==> src/rtl/core/iafp_pkg.sv <==
`timescale 1ns / 1ps
package iafp_pkg;

  localparam logic [7:0] HDR_FIRST  = 8'h55;
  localparam logic [7:0] HDR_SECOND = 8'h53;
  localparam int unsigned DATA_BYTES = 9;
  localparam int unsigned STORE_DEPTH = 8;

  // Angle scaling: 180/256 of the raw word, wrapped by 360 degrees in 1/128 units.
  localparam logic [7:0]  ANGLE_MUL   = 8'd180;
  localparam logic [15:0] RAW_HALF    = 16'd32768;
  localparam logic [15:0] ANGLE_WRAP  = 16'd46080;

  typedef struct packed {
    logic               frame_ok;
    logic signed [15:0] roll_angle;
    logic signed [15:0] pitch_angle;
    logic signed [15:0] yaw_angle;
    logic        [15:0] version_word;
  } frame_res_t;

endpackage

==> src/rtl/core/iafp_angle_conv.sv <==
`timescale 1ns / 1ps
module iafp_angle_conv
  import iafp_pkg::*;
(
  input  logic        [15:0] raw,
  output logic signed [15:0] angle
);

  logic [23:0] prod;
  logic [15:0] scaled;

  assign prod   = raw * ANGLE_MUL;
  assign scaled = prod[23:8];

  // Words above half scale stand for negative angles.
  assign angle = (raw > RAW_HALF) ? signed'(scaled - ANGLE_WRAP) : signed'(scaled);

endmodule

==> src/rtl/core/iafp_parser.sv <==
`timescale 1ns / 1ps
module iafp_parser
  import iafp_pkg::*;
(
  input  logic       clk,
  input  logic       rst_n,
  input  logic       byte_en,
  input  logic [7:0] rx_byte,
  output logic       res_valid,
  output frame_res_t res
);

  localparam logic [1:0] PH_HDR1 = 2'd0;
  localparam logic [1:0] PH_HDR2 = 2'd1;
  localparam logic [1:0] PH_DATA = 2'd2;

  logic [1:0] phase_r, phase_nxt;
  logic [3:0] count_r, count_nxt;
  logic [7:0] sum_r, sum_nxt;
  logic signed [15:0] roll_r, roll_nxt;
  logic signed [15:0] pitch_r, pitch_nxt;
  logic signed [15:0] yaw_r, yaw_nxt;
  logic [7:0] store_r [STORE_DEPTH];
  logic       store_we;

  logic signed [15:0] roll_cv, pitch_cv, yaw_cv;
  logic ok;

  iafp_angle_conv u_conv_roll  (.raw({store_r[1], store_r[0]}), .angle(roll_cv));
  iafp_angle_conv u_conv_pitch (.raw({store_r[3], store_r[2]}), .angle(pitch_cv));
  iafp_angle_conv u_conv_yaw   (.raw({store_r[5], store_r[4]}), .angle(yaw_cv));

  assign ok = (sum_r == rx_byte);

  always_comb begin
    phase_nxt = phase_r;
    count_nxt = count_r;
    sum_nxt   = sum_r;
    roll_nxt  = roll_r;
    pitch_nxt = pitch_r;
    yaw_nxt   = yaw_r;
    store_we  = 1'b0;
    res_valid = 1'b0;
    case (phase_r)
      PH_HDR2: begin
        if (rx_byte == HDR_SECOND) begin
          phase_nxt = PH_DATA;
          count_nxt = 4'd0;
          sum_nxt   = HDR_FIRST + HDR_SECOND;
        end else begin
          phase_nxt = PH_HDR1;
        end
      end
      PH_DATA: begin
        if (count_r < 4'(DATA_BYTES - 1)) begin
          store_we  = 1'b1;
          sum_nxt   = sum_r + rx_byte;
          count_nxt = count_r + 4'd1;
        end else begin
          res_valid = 1'b1;
          phase_nxt = PH_HDR1;
          count_nxt = 4'd0;
          if (ok) begin
            roll_nxt  = roll_cv;
            pitch_nxt = pitch_cv;
            yaw_nxt   = yaw_cv;
          end
        end
      end
      default: begin
        if (rx_byte == HDR_FIRST) begin
          phase_nxt = PH_HDR2;
        end
      end
    endcase
  end

  assign res.frame_ok     = ok;
  assign res.roll_angle   = roll_nxt;
  assign res.pitch_angle  = pitch_nxt;
  assign res.yaw_angle    = yaw_nxt;
  assign res.version_word = {store_r[7], store_r[6]};

  always_ff @(posedge clk) begin
    if (!rst_n) begin
      phase_r <= PH_HDR1;
      count_r <= 4'd0;
      sum_r   <= 8'd0;
      roll_r  <= '0;
      pitch_r <= '0;
      yaw_r   <= '0;
    end else if (byte_en) begin
      phase_r <= phase_nxt;
      count_r <= count_nxt;
      sum_r   <= sum_nxt;
      roll_r  <= roll_nxt;
      pitch_r <= pitch_nxt;
      yaw_r   <= yaw_nxt;
    end
  end

  always_ff @(posedge clk) begin
    if (byte_en && store_we) begin
      store_r[count_r[2:0]] <= rx_byte;
    end
  end

endmodule

==> src/rtl/core/imu_angle_frame_parser.sv <==
`timescale 1ns / 1ps
// A checksum beat passes through the input register and then the result register.
// Throughput: one beat per cycle; the input register and the parser step move
// together, gated only by the result register being free or being taken.
// Reset: synchronous, active low; clears the hunt state, the byte sum, the held
// angles and both valid flags. The frame byte store is not reset.
module imu_angle_frame_parser
  import iafp_pkg::*;
(
  input  logic               clk,
  input  logic               rst_n,
  input  logic               in_valid,
  output logic               in_stall,
  input  logic        [7:0]  in_rx_byte,
  output logic               out_valid,
  input  logic               out_stall,
  output logic               out_frame_ok,
  output logic signed [15:0] out_roll_angle,
  output logic signed [15:0] out_pitch_angle,
  output logic signed [15:0] out_yaw_angle,
  output logic        [15:0] out_version_word
);

  // Input register: one received beat waiting for the parser.
  logic       s1_valid_r;
  logic [7:0] s1_byte_r;

  // Result register.
  logic       out_valid_r;
  frame_res_t out_res_r;

  logic       out_free;
  logic       s1_adv;
  logic       in_take;
  logic       res_valid;
  frame_res_t res;

  // The parser may step whenever the result register can take a new beat.
  // This lets a new beat enter in the same cycle that an earlier result is taken.
  assign out_free = !out_valid_r || !out_stall;
  assign s1_adv   = s1_valid_r && out_free;
  assign in_stall = s1_valid_r && !out_free;
  assign in_take  = in_valid && !in_stall;

  iafp_parser u_parser (
    .clk      (clk),
    .rst_n    (rst_n),
    .byte_en  (s1_adv),
    .rx_byte  (s1_byte_r),
    .res_valid(res_valid),
    .res      (res)
  );

  always_ff @(posedge clk) begin
    if (!rst_n) begin
      s1_valid_r <= 1'b0;
    end else if (in_take) begin
      s1_valid_r <= 1'b1;
    end else if (s1_adv) begin
      s1_valid_r <= 1'b0;
    end
  end

  always_ff @(posedge clk) begin
    if (in_take) begin
      s1_byte_r <= in_rx_byte;
    end
  end

  // A result beat is loaded only when the checksum byte is processed.
  always_ff @(posedge clk) begin
    if (!rst_n) begin
      out_valid_r <= 1'b0;
    end else if (s1_adv && res_valid) begin
      out_valid_r <= 1'b1;
    end else if (!out_stall) begin
      out_valid_r <= 1'b0;
    end
  end

  always_ff @(posedge clk) begin
    if (s1_adv && res_valid) begin
      out_res_r <= res;
    end
  end

  assign out_valid        = out_valid_r;
  assign out_frame_ok     = out_res_r.frame_ok;
  assign out_roll_angle   = out_res_r.roll_angle;
  assign out_pitch_angle  = out_res_r.pitch_angle;
  assign out_yaw_angle    = out_res_r.yaw_angle;
  assign out_version_word = out_res_r.version_word;

endmodule
==> config.mk <==
export PLATFORM = sky130hd
export DESIGN_NAME = imu_angle_frame_parser
export DESIGN_NICKNAME = d
export VERILOG_FILES = /design/src/rtl/core/iafp_pkg.sv /design/src/rtl/core/iafp_angle_conv.sv /design/src/rtl/core/iafp_parser.sv /design/src/rtl/core/imu_angle_frame_parser.sv
export SDC_FILE = /design/constraint.sdc
export NUM_CORES = 1
export LEC_CHECK = 0
export BUFFER_PORTS_ARGS = -buffer_cell sky130_fd_sc_hd__buf_2
export CORE_MARGIN = 2
export CORE_UTILIZATION = 66
export CTS_CLUSTER_DIAMETER = 60
export CTS_CLUSTER_SIZE = 8
export DETAILED_ROUTE_END_ITERATION = 12
export PLACE_DENSITY = 0.95
export SLEW_MARGIN = 0
export SYNTH_ARGS = -nofsm -noshare
export SYNTH_HDL_FRONTEND = slang
export SYNTH_SLANG_ARGS = --single-unit
export TNS_END_PERCENT = 10
==> constraint.sdc <==
create_clock -name clk -period 8.4 [get_ports clk]
set_input_delay 1.68 -clock clk [delete_from_list [all_inputs] [get_ports clk]]
set_output_delay 1.68 -clock clk [all_outputs]
set_load 0.005 [all_outputs]
==> results.tsv <==
stage	metric	value	unit
setup_path	cpPeakStageDelay	0.52	ns
logic_synthesis	ys_warn_count	0	
setup_path	critical_path_buf_inv_count	2	
detailed_routing	avgViaCountPerCell	6.070	
logic_synthesis	synthCells	1334	
clock_network	insertion_delay	0.55	ns
setup_path	criticalPathCategory	flip-flop to flip-flop	
placed_design	port_buffers	78	
final_layout	layout.nets	1627	
sta	fin_crit_sh	60.78	%
setup_path	end_kind	flip-flop	
logic_synthesis	muxShareOfSynthArea	1.835	%
final_layout	final_util	74.42	%
final_layout	n_fill_cell	1203	
clock_network	clock_path_buffers	3	
hold_path	hp-class	flip-flop to flip-flop	
logic_synthesis	yosysSeqAreaShare	40.16	%
logic_synthesis	synthSimpleGateAreaFrac	12.62	%
clock_network	post_cts_resized	0	
final_layout	areaGrowthSynthToFinish	11.38	%
placed_design	gp_congestion	0.9118	
grt	grt_pass1_wl	50870	um
sta	final_hold_viol_count	0	
logic_synthesis	synth-xor-area-share	6.772	%
sta	max-slew-margin-rel	25.86	%
logic_synthesis	yosys.area.top_type_share	30.63	%
detailed_routing	antenna_left	0	
logic_synthesis	synthFlopType	edfxtp_1	
logic_synthesis	netlist-cell-type-count	75	
logic_synthesis	synth_top_family_by_area	adder cells	
setup_path	crit_top_cell	ha_1	
detailed_routing	drt_iter0_drc	918	
detailed_routing	num_vias	10370	
die	dieArea	21510	um2
grt	grt_pass1_vias	10420	
setup_path	cp.required	8.86	ns
logic_synthesis	async_flop_share	0	%
setup_path	crit_fanout	6	
placed_design	dpl.hpwl	21820	um
detailed_routing	route.detailed.drc	0	
logic_synthesis	syn-cell-area	13430	um2
sta	setup_viol	0	
clock_network	hold_buffers	0	
sta	final_max_slew_viol_count	0	
logic_synthesis	syn_avg_cell_area	10.07	um2
sta	tightest_slew	1.098	ns
clock_network	post-cts-setup-buffer-count	0	
clock_network	cts_root_buf	clkbuf_16	
detailed_routing	drt_wl_total	31720	um
flow_run	drv_cap	0	
logic_synthesis	synth_edf_count	137	
clock_network	cts_tree	yes	
die	die_w	146.7	um
grt	antenna_found_initial	1	
clock_network	clkTransAtPathRegs	0.05	ns
grt	grt_max_degree	91	
logic_synthesis	synth_fp_nets	1546	
die	start_util	66.82	%
clock_network	htreeDepth	1	
detailed_routing	wl_per_cell	18.57	um
logic_synthesis	ys_seq_elements	201	
final_layout	drive_above_1_share	10.65	%
logic_synthesis	synth_top_cells_by_area	edfxtp_1 (31%), ha_1 (14%), dfxtp_1 (9.5%)	
outcome	status	finished, final reports clean	
sta	rsz0062_at_grt	no	
sta	fmax	195.9	MHz
logic_synthesis	synth_compound_area_share	12.24	%
detailed_routing	dr.pass1.iters	6	
clock_network	clock-sinks	201	
setup_path	crit_arrival	5.57	ns
sta	timing.hold.ws	0.4141	ns
die	core	20100	um2
die	num_rows	52	
power_and_ir_drop	ir_worst_vdd	157.8	uV
setup_path	cp_slowest_cell	fa_1	
logic_synthesis	yosys.area_share.adder	21.20	%
power_and_ir_drop	p_total	2.241	mW
sta	tns	0	ns
setup_path	critPathLaunchType	flip-flop	
grt	grt.total_usage	29.35	%
setup_path	cp_top_family	adder cells	
grt	grt_overflow	0	
logic_synthesis	synth_top_area_cell	edfxtp_1	
power_and_ir_drop	p_leak	6.445	nW
clock_network	cts_buffers	30	
die	die_h	146.7	um
die	ios	79	
setup_path	crit_chain	ha_1, inv_1, fa_1, fa_1, inv_1, ha_1, a21oi_1, a21boi_0, a2111oi_0, o41ai_2, xnor2_1, ha_1, mux2_2, o21ai_0, mux2i_1, nor2_1	
sta	clock_skew	0.01453	ns
power_and_ir_drop	cellPowerDensity	149.8	nW/um2
sta	min_period	5.105	ns
-- path summary, 6_finish.rpt --
path,start,endpoint,slack (ns),cells past startpoint
worst max-delay path,u_parser.store_r[1][7]$_DFFE_PP_,u_parser.roll_r[11]$_SDFFE_PN0P_,3.29,16
worst min-delay path,u_parser.store_r[7][1]$_DFFE_PP_,out_version_word[9]$_DFFE_PP_,0.41,0
worst max register to register,u_parser.store_r[1][7]$_DFFE_PP_,u_parser.roll_r[11]$_SDFFE_PN0P_,3.29,16
worst min register to register,u_parser.store_r[7][1]$_DFFE_PP_,out_version_word[9]$_DFFE_PP_,0.41,0
-- kinds of logic after synthesis --
family	Yosys count
AOI/OAI and AO/OA	256
xor gates and xnor gates	103
adders and majority gates	200
buffers and inverters	185
DFF	201
muxes	23
and+or+nand+nor	366
-- flip-flops by register name, summed over array words and instances, names as in the netlist, 4 cells and up --
name	cells
u_parser.count_r	4
out_roll_angle	16
u_parser.sum_r	8
out_pitch_angle	16
u_parser.store_r	64
u_parser.pitch_r	16
out_yaw_angle	16
s1_byte_r	8
u_parser.roll_r	16
u_parser.yaw_r	16
out_version_word	16
-- synthesized netlist by cell type, types with 34 or more instances --
library cell,number
ha_1,154
inv_1,149
edfxtp_1,137
nand2_1,114
nor2_1,105
a21oi_1,91
dfxtp_1,64
o21ai_0,62
xnor2_1,60
fa_1,46
xor2_1,42
nor3_1,35
clkbuf_1,34
nand3_1,34
-- layer usage --
layer,up-vias,global-route usage [%],part of all wire [%]
met3,111,4.688,7.6
li1,4859,-,-
met2,513,51.22,49
met5,-,0,0
met4,0,13.69,4.3
met1,4884,35.77,39
-- cell usage in the layout, fill, tap and decap left out, types with 4 or more instances in the layout --
| cell | synthesis | final |
|---|---|---|
| o311ai_1 | 4 | 4 |
| o21bai_1 | 7 | 7 |
| or3_1 | 4 | 4 |
| a21o_1 | 15 | 15 |
| clkbuf_1 | 34 | 19 |
| or4_1 | 5 | 5 |
| nand2b_1 | 8 | 8 |
| nand2_1 | 114 | 114 |
| ha_1 | 154 | 154 |
| inv_1 | 149 | 148 |
| nor2b_1 | 9 | 9 |
| o31ai_1 | 6 | 6 |
| o21ai_1 | 10 | 10 |
| and3_1 | 6 | 6 |
| buf_2 | 0 | 78 |
| a21oi_1 | 91 | 91 |
| xor2_1 | 42 | 42 |
| and2_1 | 5 | 5 |
| nor3_1 | 35 | 35 |
| buf_4 | 0 | 6 |
| o21ai_0 | 62 | 62 |
| nor4_1 | 13 | 13 |
| nor3b_1 | 5 | 5 |
| a31oi_1 | 6 | 6 |
| nor2_1 | 105 | 105 |
| dfxtp_1 | 64 | 64 |
| clkbuf_16 | 0 | 31 |
| nand4_1 | 12 | 12 |
| mux2_2 | 13 | 13 |
| fa_1 | 46 | 46 |
| xnor2_1 | 60 | 60 |
| nand3_1 | 34 | 33 |
| edfxtp_1 | 137 | 137 |
| mux2i_1 | 10 | 10 |
| a22oi_1 | 5 | 5 |
| a211oi_1 | 8 | 8 |
| a211o_1 | 6 | 6 |
-- layout make-up --
type	instances	area (um2)	area share, %
Clock buffer	51	860.8	5.753
Sequential cell	201	5395	36.06
Timing Repair Buffer	84	435.4	2.910
Tap cell	270	337.8	2.258
Inverter	150	563.0	3.763
Clock inverter	3	18.77	0.1254
Antenna cell	1	2.502	0.01673
Multi-Input combinational cell	948	7348	49.11
-- report_power, final --
part / internal, mW / switching, mW
Clock: 0.684 / 0.421
Combinational: 0.0153 / 0.0308
Sequential: 1.07 / 0.0213
Total: 1.77 / 0.473
-- through the flow --
stage | instances | setup WS [ns] | area, um2
5_1_grt | 1707 | 3.099 | 14960
3_5_place_dp | 1653 | 3.547 | 14080
3_3_place_gp | 1653 | 3.748 | 14080
2_1_floorplan | 1334 | 3.978 | 13430
6_report | 1708 | 3.295 | 14960
4_1_cts | 1707 | 3.406 | 14960
Power figures use the tool's default switching activity.
